File: config.mk
export PLATFORM = sky130hd
export DESIGN_NAME = yuv420_alpha_fade_quad_unit
export DESIGN_NICKNAME = d
export VERILOG_FILES = /design/src/yafq_pkg.sv /design/src/yafq_lane.sv /design/src/yafq_merge.sv /design/src/yuv420_alpha_fade_quad_unit.sv
export SDC_FILE = /design/constraint.sdc
export NUM_CORES = 2
export LEC_CHECK = 0
export BUFFER_PORTS_ARGS = -buffer_cell sky130_fd_sc_hd__buf_2
export CAP_MARGIN = 20
export CORE_MARGIN = 4
export CORE_UTILIZATION = 61
export DETAILED_ROUTE_END_ITERATION = 16
export HOLD_SLACK_MARGIN = 0.05
export PLACE_DENSITY_LB_ADDON = 0.2
export SLEW_MARGIN = 0
export SYNTH_ARGS = -nofsm -noshare
export SYNTH_HDL_FRONTEND = slang
export SYNTH_SLANG_ARGS = --single-unit
File: constraint.sdc
create_clock -name clk -period 8.8 [get_ports clk]
set_clock_uncertainty 0.2 [all_clocks]
set_input_delay 1.76 -clock clk [delete_from_list [all_inputs] [get_ports clk]]
set_output_delay 1.76 -clock clk [all_outputs]
set_load 0.1 [all_outputs]
File: src/yafq_pkg.sv
package yafq_pkg;

  localparam int unsigned NUM_LANES = 4;

  localparam logic [8:0] ALPHA_RESET = 9'd256;
  localparam logic [8:0] ALPHA_MAX   = 9'd256;

  localparam logic signed [19:0] LUMA_OFS   = 20'sd16;
  localparam logic signed [19:0] CHROMA_OFS = 20'sd128;

  localparam logic signed [19:0] C_Y  = 20'sd298;
  localparam logic signed [19:0] C_RV = 20'sd408;
  localparam logic signed [19:0] C_GU = 20'sd100;
  localparam logic signed [19:0] C_GV = 20'sd208;
  localparam logic signed [19:0] C_BU = 20'sd516;

  localparam logic signed [19:0] C_YR = 20'sd65;
  localparam logic signed [19:0] C_YG = 20'sd129;
  localparam logic signed [19:0] C_YB = 20'sd25;
  localparam logic signed [19:0] C_UR = 20'sd37;
  localparam logic signed [19:0] C_UG = 20'sd74;
  localparam logic signed [19:0] C_UB = 20'sd112;
  localparam logic signed [19:0] C_VR = 20'sd112;
  localparam logic signed [19:0] C_VG = 20'sd94;
  localparam logic signed [19:0] C_VB = 20'sd18;

  typedef struct packed {
    logic s1;
    logic s2;
    logic s3;
  } stage_en_t;

  function automatic logic [7:0] sat8(input logic signed [19:0] x);
    logic [7:0] res;
    if (x < 20'sd0) begin
      res = 8'd0;
    end else if (x > 20'sd255) begin
      res = 8'd255;
    end else begin
      res = x[7:0];
    end
    return res;
  endfunction

  function automatic logic signed [19:0] ext8(input logic [7:0] x);
    return signed'({12'd0, x});
  endfunction

endpackage

File: src/yafq_lane.sv
module yafq_lane (
  input  logic                  clk,
  input  yafq_pkg::stage_en_t   en,
  input  logic [7:0]            luma,
  input  logic [7:0]            chroma_blue,
  input  logic [7:0]            chroma_red,
  input  logic [8:0]            fade,
  output logic [7:0]            new_luma,
  output logic [7:0]            new_blue,
  output logic [7:0]            new_red
);

  logic signed [19:0] yd, ud, vd, base;
  logic signed [19:0] r_sum, g_sum, b_sum;
  logic [7:0]  r1_r, g1_r, b1_r, r1_nxt, g1_nxt, b1_nxt;
  logic [16:0] rp, gp, bp;
  logic [7:0]  r2_r, g2_r, b2_r;
  logic signed [19:0] r2, g2, b2, y_sum, u_sum, v_sum;
  logic [7:0]  y3_r, u3_r, v3_r, y3_nxt, u3_nxt, v3_nxt;

  // yuv to rgb
  always_comb begin
    yd     = yafq_pkg::ext8(luma) - yafq_pkg::LUMA_OFS;
    ud     = yafq_pkg::ext8(chroma_blue) - yafq_pkg::CHROMA_OFS;
    vd     = yafq_pkg::ext8(chroma_red) - yafq_pkg::CHROMA_OFS;
    base   = yafq_pkg::C_Y * yd;
    r_sum  = base + yafq_pkg::C_RV * vd;
    g_sum  = base - yafq_pkg::C_GU * ud - yafq_pkg::C_GV * vd;
    b_sum  = base + yafq_pkg::C_BU * ud;
    r1_nxt = yafq_pkg::sat8(r_sum >>> 8);
    g1_nxt = yafq_pkg::sat8(g_sum >>> 8);
    b1_nxt = yafq_pkg::sat8(b_sum >>> 8);
  end

  always_ff @(posedge clk) begin
    if (en.s1) begin
      r1_r <= r1_nxt;
      g1_r <= g1_nxt;
      b1_r <= b1_nxt;
    end
  end

  // fade
  assign rp = {9'd0, r1_r} * {8'd0, fade};
  assign gp = {9'd0, g1_r} * {8'd0, fade};
  assign bp = {9'd0, b1_r} * {8'd0, fade};

  always_ff @(posedge clk) begin
    if (en.s2) begin
      r2_r <= rp[15:8];
      g2_r <= gp[15:8];
      b2_r <= bp[15:8];
    end
  end

  // rgb back to yuv
  always_comb begin
    r2     = yafq_pkg::ext8(r2_r);
    g2     = yafq_pkg::ext8(g2_r);
    b2     = yafq_pkg::ext8(b2_r);
    y_sum  = yafq_pkg::C_YR * r2 + yafq_pkg::C_YG * g2 + yafq_pkg::C_YB * b2;
    u_sum  = yafq_pkg::C_UB * b2 - yafq_pkg::C_UR * r2 - yafq_pkg::C_UG * g2;
    v_sum  = yafq_pkg::C_VR * r2 - yafq_pkg::C_VG * g2 - yafq_pkg::C_VB * b2;
    y3_nxt = yafq_pkg::sat8((y_sum >>> 8) + yafq_pkg::LUMA_OFS);
    u3_nxt = yafq_pkg::sat8((u_sum >>> 8) + yafq_pkg::CHROMA_OFS);
    v3_nxt = yafq_pkg::sat8((v_sum >>> 8) + yafq_pkg::CHROMA_OFS);
  end

  always_ff @(posedge clk) begin
    if (en.s3) begin
      y3_r <= y3_nxt;
      u3_r <= u3_nxt;
      v3_r <= v3_nxt;
    end
  end

  assign new_luma = y3_r;
  assign new_blue = u3_r;
  assign new_red  = v3_r;

endmodule

File: src/yafq_merge.sv
module yafq_merge (
  input  logic       clk,
  input  logic       en,
  input  logic [7:0] lane_luma [yafq_pkg::NUM_LANES],
  input  logic [7:0] lane_blue [yafq_pkg::NUM_LANES],
  input  logic [7:0] lane_red  [yafq_pkg::NUM_LANES],
  output logic [7:0] luma_out  [yafq_pkg::NUM_LANES],
  output logic [7:0] blue_out,
  output logic [7:0] red_out
);

  logic [7:0] luma_r [yafq_pkg::NUM_LANES];
  logic [7:0] blue_r, red_r, blue_nxt, red_nxt;

  // sum of quartered chroma
  always_comb begin
    blue_nxt = 8'd0;
    red_nxt  = 8'd0;
    for (int i = 0; i < yafq_pkg::NUM_LANES; i++) begin
      blue_nxt = blue_nxt + {2'b00, lane_blue[i][7:2]};
      red_nxt  = red_nxt + {2'b00, lane_red[i][7:2]};
    end
  end

  always_ff @(posedge clk) begin
    if (en) begin
      luma_r <= lane_luma;
      blue_r <= blue_nxt;
      red_r  <= red_nxt;
    end
  end

  assign luma_out = luma_r;
  assign blue_out = blue_r;
  assign red_out  = red_r;

endmodule

File: src/yuv420_alpha_fade_quad_unit.sv
// the result passes through three lane stages and the merge register
// one quad per cycle while not stalled; four lanes convert the four pixels side by side
// each stage holds its request while the next one is full and stalled, so a stalled result
// still lets earlier stages fill
// reset (rst_n low, synchronous) empties the pipeline and sets alpha_level to 256
module yuv420_alpha_fade_quad_unit (
  input  logic       clk,
  input  logic       rst_n,
  input  logic       cfg_valid,
  output logic       cfg_ready,
  input  logic [8:0] cfg_alpha_level,
  input  logic       in_valid,
  output logic       in_ready,
  input  logic [7:0] in_luma_top_left,
  input  logic [7:0] in_luma_top_right,
  input  logic [7:0] in_luma_bottom_left,
  input  logic [7:0] in_luma_bottom_right,
  input  logic [7:0] in_chroma_blue_in,
  input  logic [7:0] in_chroma_red_in,
  output logic       out_valid,
  input  logic       out_ready,
  output logic [7:0] out_new_luma_top_left,
  output logic [7:0] out_new_luma_top_right,
  output logic [7:0] out_new_luma_bottom_left,
  output logic [7:0] out_new_luma_bottom_right,
  output logic [7:0] out_chroma_blue_out,
  output logic [7:0] out_chroma_red_out
);

  logic [8:0] alpha_r;
  logic [8:0] fade;
  logic v1_r, v2_r, v3_r, vo_r;
  logic rdy1, rdy2, rdy3, rdyo;
  yafq_pkg::stage_en_t en;
  logic [7:0] luma_in   [yafq_pkg::NUM_LANES];
  logic [7:0] lane_luma [yafq_pkg::NUM_LANES];
  logic [7:0] lane_blue [yafq_pkg::NUM_LANES];
  logic [7:0] lane_red  [yafq_pkg::NUM_LANES];
  logic [7:0] luma_out  [yafq_pkg::NUM_LANES];

  assign cfg_ready = 1'b1;

  always_ff @(posedge clk) begin
    if (!rst_n) begin
      alpha_r <= yafq_pkg::ALPHA_RESET;
    end else if (cfg_valid) begin
      alpha_r <= cfg_alpha_level;
    end
  end

  assign fade = (alpha_r > yafq_pkg::ALPHA_MAX) ? yafq_pkg::ALPHA_MAX : alpha_r;

  assign rdyo = !vo_r || out_ready;
  assign rdy3 = !v3_r || rdyo;
  assign rdy2 = !v2_r || rdy3;
  assign rdy1 = !v1_r || rdy2;
  assign in_ready = rdy1;

  assign en.s1 = rdy1;
  assign en.s2 = rdy2;
  assign en.s3 = rdy3;

  always_ff @(posedge clk) begin
    if (!rst_n) begin
      v1_r <= 1'b0;
      v2_r <= 1'b0;
      v3_r <= 1'b0;
      vo_r <= 1'b0;
    end else begin
      if (rdy1) begin
        v1_r <= in_valid;
      end
      if (rdy2) begin
        v2_r <= v1_r;
      end
      if (rdy3) begin
        v3_r <= v2_r;
      end
      if (rdyo) begin
        vo_r <= v3_r;
      end
    end
  end

  assign luma_in[0] = in_luma_top_left;
  assign luma_in[1] = in_luma_top_right;
  assign luma_in[2] = in_luma_bottom_left;
  assign luma_in[3] = in_luma_bottom_right;

  for (genvar i = 0; i < yafq_pkg::NUM_LANES; i++) begin : g_lane
    yafq_lane u_lane (
      .clk         (clk),
      .en          (en),
      .luma        (luma_in[i]),
      .chroma_blue (in_chroma_blue_in),
      .chroma_red  (in_chroma_red_in),
      .fade        (fade),
      .new_luma    (lane_luma[i]),
      .new_blue    (lane_blue[i]),
      .new_red     (lane_red[i])
    );
  end

  yafq_merge u_merge (
    .clk       (clk),
    .en        (rdyo),
    .lane_luma (lane_luma),
    .lane_blue (lane_blue),
    .lane_red  (lane_red),
    .luma_out  (luma_out),
    .blue_out  (out_chroma_blue_out),
    .red_out   (out_chroma_red_out)
  );

  assign out_valid                 = vo_r;
  assign out_new_luma_top_left     = luma_out[0];
  assign out_new_luma_top_right    = luma_out[1];
  assign out_new_luma_bottom_left  = luma_out[2];
  assign out_new_luma_bottom_right = luma_out[3];

endmodule
# Yosys cells after proc, flatten, opt, wreduce, memory -nomap -nowiden
# Index checks and enable logic that the tools add are counted.
# Widths: inputs -> output; s select.
dict set report word_totals {
  register_bits 349
  in_bits 62
  output_inout_bits 51
  wordCells 249
}
dict set report classes {
  add_sub_neg 64
  multipliers 56
  magnitude_cmp 49
  muxes 25
  n_reduce_logical 8
}
# operator count
set op_table {}
lappend op_table {{$sub 20x20->20} 16}
lappend op_table {{$add 20x20->20} 12}
lappend op_table {{$gt 20x9->1 const B} 12}
lappend op_table {{$lt 20x1->1 const B} 12}
lappend op_table {{$mul 8x9->16} 12}
lappend op_table {{$mux 8} 24}
lappend op_table {{$mul 6x8->14 const A} 12}
lappend op_table {{$gt 12x9->1 const B} 12}
lappend op_table {{$lt 12x1->1 const B} 12}
lappend op_table {{$add 12x9->13 const B} 8}
lappend op_table {{$mul 3x8->11 const A} 8}
lappend op_table {{$add 20x14->20} 4}
lappend op_table {{$mul 9x20->19 const A} 4}
lappend op_table {{$sub 20x14->20} 4}
lappend op_table {{$sub 20x16->20} 4}
lappend op_table {{$mul 8x8->16 const A} 4}
lappend op_table {{$mul 7x8->15 const A} 4}
lappend op_table {{$add 12x6->13 const B} 4}
lappend op_table {{$mul 5x8->13 const A} 4}
lappend op_table {{$mul 4x8->12 const A} 4}
lappend op_table {{$sub 8x5->9 const B} 4}
lappend op_table {{$add 8x6->8} 4}
lappend op_table {{$mul 5x20->16 const A} 1}
lappend op_table {{$mul 6x20->18 const A} 1}
lappend op_table {{other kinds (8)} 16}

# Longest topological paths before layout
dict set report depth {
  word_depth 6
  ltp_mapped 33
  ltp_nobuf 31
}

# Hierarchy
# Synthesis repeated with hierarchy kept, for this count alone.
dict set report unflattened {
  cells_unflattened 9887
  area_unflattened_um2 91499.0
}
# module instances cells_per_inst area_each_um2 seq_area_each_um2
set by_module_without_submodules {}
lappend by_module_without_submodules {{yafq_lane at g_lane[3].u_lane} 1 2438 22196.3 2162.1}
lappend by_module_without_submodules {{yafq_lane at g_lane[1].u_lane} 1 2402 22092.4 2162.1}
lappend by_module_without_submodules {{yafq_lane at g_lane[2].u_lane} 1 2395 22043.6 2162.1}
lappend by_module_without_submodules {{yafq_lane at g_lane[0].u_lane} 1 2419 22006.1 2162.1}
lappend by_module_without_submodules {yafq_merge 1 176 2595.0 1441.4}
lappend by_module_without_submodules {yuv420_alpha_fade_quad_unit 1 57 565.5 260.2}

# Worst setup path before layout
# Ideal clock, no wire load.
dict set report synth_timing {
  path_kind {input to register}
  startpoint {input port in_luma_bottom_right[4]}
  endpoint {register g_lane[3].u_lane.g1_r[0] (data pin)}
  setup_ns 0.255
  arrival_time_ns 8.097
  required_ns 8.345
  setup_slack_ns 0.249
  path_stages 28
  path_buffers 1
  path_cell_list {inv_1 -> ha_1 -> nor3b_1 -> clkbuf_1 -> ha_1 -> ha_1 -> inv_1 -> fa_1 -> fa_1 -> inv_1 -> ha_1 -> or2_2 -> a21oi_1 -> inv_1 -> a31o_2 -> nor2_1 -> xnor2_1 -> inv_1 -> fa_1 -> inv_1 -> ha_1 -> or3_1 -> o211a_1 -> o31a_1 -> o211a_1 -> nor3b_1 -> xnor2_2 -> o21a_1}
}
dict set report synth_via {
  elab_chain_len 6
  elab_cells_between_ends 7
  cone_classes {add/sub: 3; mul: 1; order compare: 2; mux: 1}
}
# item line
set synth_lines {}
lappend synth_lines {{start: declaration} yuv420_alpha_fade_quad_unit.sv:17} ;# input logic [7:0] in_luma_bottom_right,
lappend synth_lines {{$sub 8x5->9 *} yafq_lane.sv:23} ;# yd = yafq_pkg::ext8(luma) - yafq_pkg::LUMA_OFS;
lappend synth_lines {{$mul 9x20->19 *} yafq_lane.sv:26} ;# base = yafq_pkg::C_Y * yd;
lappend synth_lines {{$sub 20x20->20 * (2 in a row)} yafq_lane.sv:28} ;# g_sum = base - yafq_pkg::C_GU * ud - yafq_pkg::C_GV * vd;
lappend synth_lines {{$gt 12x9->1} yafq_pkg.sv:37} ;# end else if (x > 20'sd255) begin
lappend synth_lines {{$mux 8} yafq_pkg.sv:37}
lappend synth_lines {{end signal: assignment} yafq_lane.sv:38} ;# g1_r <= g1_nxt;
lappend synth_lines {{end: declaration} yafq_lane.sv:15} ;# logic [7:0] r1_r, g1_r, b1_r, r1_nxt, g1_nxt, b1_nxt;
# Every way passes the cells marked *; elsewhere a longest branch is shown, timed or not.
# A chain may end at the register's enable or synchronous reset.

# Worst setup path in the final report
dict set report layout_timing {
  startpoint {input port in_luma_top_left[4]}
  endpoint {register g_lane[0].u_lane.g1_r[5] (data pin)}
}
dict set report layout_via {
  elab_chain_len 6
  elab_cells_between_ends 7
  cone_classes {add/sub: 3; mul: 1; order compare: 2; mux: 1}
}
# item line
set layout_lines {}
lappend layout_lines {{start: declaration} yuv420_alpha_fade_quad_unit.sv:14} ;# input logic [7:0] in_luma_top_left,
lappend layout_lines {{$sub 8x5->9 *} yafq_lane.sv:23}
lappend layout_lines {{$mul 9x20->19 *} yafq_lane.sv:26}
lappend layout_lines {{$sub 20x20->20 * (2 in a row)} yafq_lane.sv:28}
lappend layout_lines {{$gt 12x9->1} yafq_pkg.sv:37}
lappend layout_lines {{$mux 8} yafq_pkg.sv:37}
lappend layout_lines {{end signal: assignment} yafq_lane.sv:38}
lappend layout_lines {{end: declaration} yafq_lane.sv:15}
# Marks and branches as above.

==> summary.txt <==
Finish
  • # diodes: 0
  • Area grow syn2layout: 5.64%
  • Fin nets: around 12,000
  • Final cell count without fillers: 10,700
  • Share of layout cells above drive strength 1: 0.0432
  • Layout Utilization: 0.650

Drt
  • DRC viols: 0
  • Vias per inst: about 5.5
  • WL per Instance: around 18 um
  • Drt total wl: 189,000 um
  • Post-DRT Antenna Nets: 0
  • Via count: 59,400
  • DR iter-0 viols: ~3,200
  • Pre-Repair DR Iteration Count: 6

Synthesis
  • Netlist Area Pre-Place: 0.0811 sq mm
  • Post-synth EDFFs: 320
  • FFs w/ async S/R, synth: 0
  • Area share of the largest cell type after synthesis: 0.256
  • Yosys cell types: between 90 and 100
  • Gate Count Post-Synth: between 8,000 and 9,000
  • Dominant synthesized flop cell: edfxtp_1
  • Post-synthesis sequential area ratio: 0.122
  • Syn_nets: around 11,000
  • Avg Cell Area, Syn: ~9 sq um
  • Yosys Warn Count: 0
  • Synth area leaders: ha_1, fa_1, edfxtp_1
  • Leading area contributor after synthesis: ha_1
  • FF+latch count, synth: between 300 and 400

Timing
  • Post-route setup TNS: 0 ns
  • Post-layout minimum cycle time: 8.22 ns
  • Slew HR: 0.283
  • FMAX: approximately 0.12 GHz
  • RSZ-0062 raised after global routing: false
  • # setup viols final: 0
  • Final Hold Vio Count: 0
  • Period utilization: 0.934
  • Slew Limit Fails: 0
  • Slew @ Worst Pin: around 1.1 ns

Setup path
  • CP endpoint kind: register
  • Max stage delay on crit path: between 0.5 and 0.6 ns
  • Critical path arrival: 8.36 ns
  • CP most frequent cell: ha_1
  • Worst reg-to-reg setup slack: 0.78 ns
  • Crit Path Category: in -> reg
  • R2R depth: 24
  • Crit path max fanout: 8
  • Startpoint Class: primary input
  • Worst endpoint required time: 8.94 ns
  • Slowest-stage cell, CP: fa_1

CTS
  • Sinks on Clock Net: 333
  • Clock transition at path regs: 0.06 ns
  • Latest clock arrival within the worst-skew pair: slightly above 0.6 ns
  • # hold bufs at CTS: 0
  • Postcts setup bufs: 0
  • Clk root buf: clkbuf_16
  • CTS tree: built
  • CTS resizes: 0
  • TritonCTS buffer count: 40
  • H-tree depth: 2
  • Clock Path Buffers: 3

GRT
  • Largest net degree at the start of global routing: 81
  • Initial antenna violation count: 2
  • GRT Residual Overflow: 0
  • Vias in the first global route: 61,100
  • Global-route wire length before repair: 313,000 um
  • Tot GR Track Use: 0.280

Die
  • Starting Density: 0.615
  • Die width: between 300 and 400 um
  • Die Ht: about 370 um
  • Die area: 0.139 sq mm
  • I/O pins: around 110
  • Core ar.: 0.132 sq mm
  • Rows: 133

Hold path
  • Hold Path Cell Cnt: 0
  • Hold Path Class: reg -> reg

Job
  • Max Cap Viol: 0

Placed design
  • Placed cell count: 10,700
  • HPWL Detailed: 159,000 um
  • Input/output buffers: 111
  • GP Congestion: 0.972

Outcome
  • Status: finished clean
## flip-flops by register name, summed over array words and instances (netlist names)
register and flops:
u_merge.blue_out 8, g_lane.u_lane.b1_r 32, alpha_r 9, v2_r 1, g_lane.u_lane.new_luma 32, u_merge.red_out 8
g_lane.u_lane.g2_r 32, u_merge.luma_out 32, v3_r 1, g_lane.u_lane.b2_r 32, out_valid 1, g_lane.u_lane.new_blue 24
v1_r 1, g_lane.u_lane.new_red 24, g_lane.u_lane.g1_r 32, g_lane.u_lane.r1_r 32, g_lane.u_lane.r2_r 32
## cell usage after synthesis (all sizes together), types with 22 or more instances
| master | count |
|---|---|
| o21bai | 121 |
| o21a | 164 |
| nor2 | 350 |
| ha | 1657 |
| a21oi | 432 |
| o21ai | 209 |
| and2 | 510 |
| nor2b | 104 |
| inv | 1898 |
| a21o | 131 |
| fa | 938 |
| or2 | 28 |
| xor2 | 147 |
| nand2b | 50 |
| a31oi | 35 |
| nand3 | 72 |
| nor3 | 113 |
| a211oi | 32 |
| and3 | 38 |
| clkbuf | 113 |
| nand2 | 514 |
| xnor2 | 459 |
| or3 | 22 |
| buf | 34 |
| edfxtp | 320 |
## stage by stage
step / worst slack (ns) / hold WS (ns) / cell area (sq um)
after floorplan: 0.249 / 0.200 / 81100
after global placement: 0.0976 / 0.201 / 84200
after detailed placement: 0.0339 / 0.205 / 84200
after CTS: 0.630 / 0.210 / 85600
after global routing: 0.0739 / 0.224 / 85600
final: 0.584 / 0.216 / 85600
## layer usage
layer  vias to the layer above  GRT usage  part of all wire
met4                         0     0.0982             0.039
met3                       298     0.0289             0.050
li1                      28900          -                 -
met5                         -          0                 0
met1                     28800      0.384              0.45
met2                      1410      0.462              0.46
## area by class of cell
| cell class | count | area (sq um) |
|---|---|---|
| Multi-Input combinational cell | 6460 | 63600 |
| Fill cell | 10900 | 46200 |
| Sequential cell | 333 | 9870 |
| Inverter | 1898 | 7130 |
| Tap cell | 1755 | 2200 |
| Timing Repair Buffer | 218 | 1470 |
| Clock buffer | 53 | 1150 |
| Clock inverter | 19 | 218 |
## layout by cell type, fill, tap and decap left out, types with 164 or more instances in the layout
cell type  synthesis  routed
inv_1           1898    1896
ha_1            1657    1657
fa_1             938     938
nand2_1          514     512
and2_1           510     510
xnor2_1          452     452
a21oi_1          427     427
nor2_1           350     350
edfxtp_1         320     320
o21ai_0          198     198
o21a_1           164     164
## worst max-delay path: cells and delay by family
| kind | cells | cell delay, ns |
|---|---|---|
| fa+ha+maj | 8 | 2.72 |
| xor+xnor | 2 | 0.52 |
| compound gates | 9 | 1.77 |
| buf+inv | 4 | 0.30 |
| simple gates | 3 | 1.27 |
## worst paths after layout
check                                        startpoint                                        end
max                                 in_luma_top_left[4]     g_lane[0].u_lane.g1_r[5]$_SDFFCE_PN0P_
min          g_lane[0].u_lane.new_luma[4]$_SDFFCE_PN1P_             u_merge.luma_out[28]$_DFFE_PP_
max reg2reg          g_lane[0].u_lane.g2_r[6]$_DFFE_PP_  g_lane[0].u_lane.new_red[6]$_SDFFCE_PN0P_
min reg2reg  g_lane[0].u_lane.new_luma[4]$_SDFFCE_PN1P_             u_merge.luma_out[28]$_DFFE_PP_
## cells by family after synthesis
| logic type | after synthesis | share of synthesized area |
|---|---|---|
| flip-flops | 333 | 0.122 |
| adder cells (fa/ha/maj) | 2603 | 0.488 |
| buffers and inverters | 2045 | 0.0948 |
| AO/OA/AOI/OAI | 1327 | 0.107 |
| other | 1 | 0.0000463 |
| XOR/XNOR | 606 | 0.0663 |
| AND/OR/NAND/NOR | 1889 | 0.118 |
| multiplexers | 34 | 0.00443 |
Power is not shown: default switching activity piles up to over one toggle a cycle in this logic, so the estimate is an artifact.
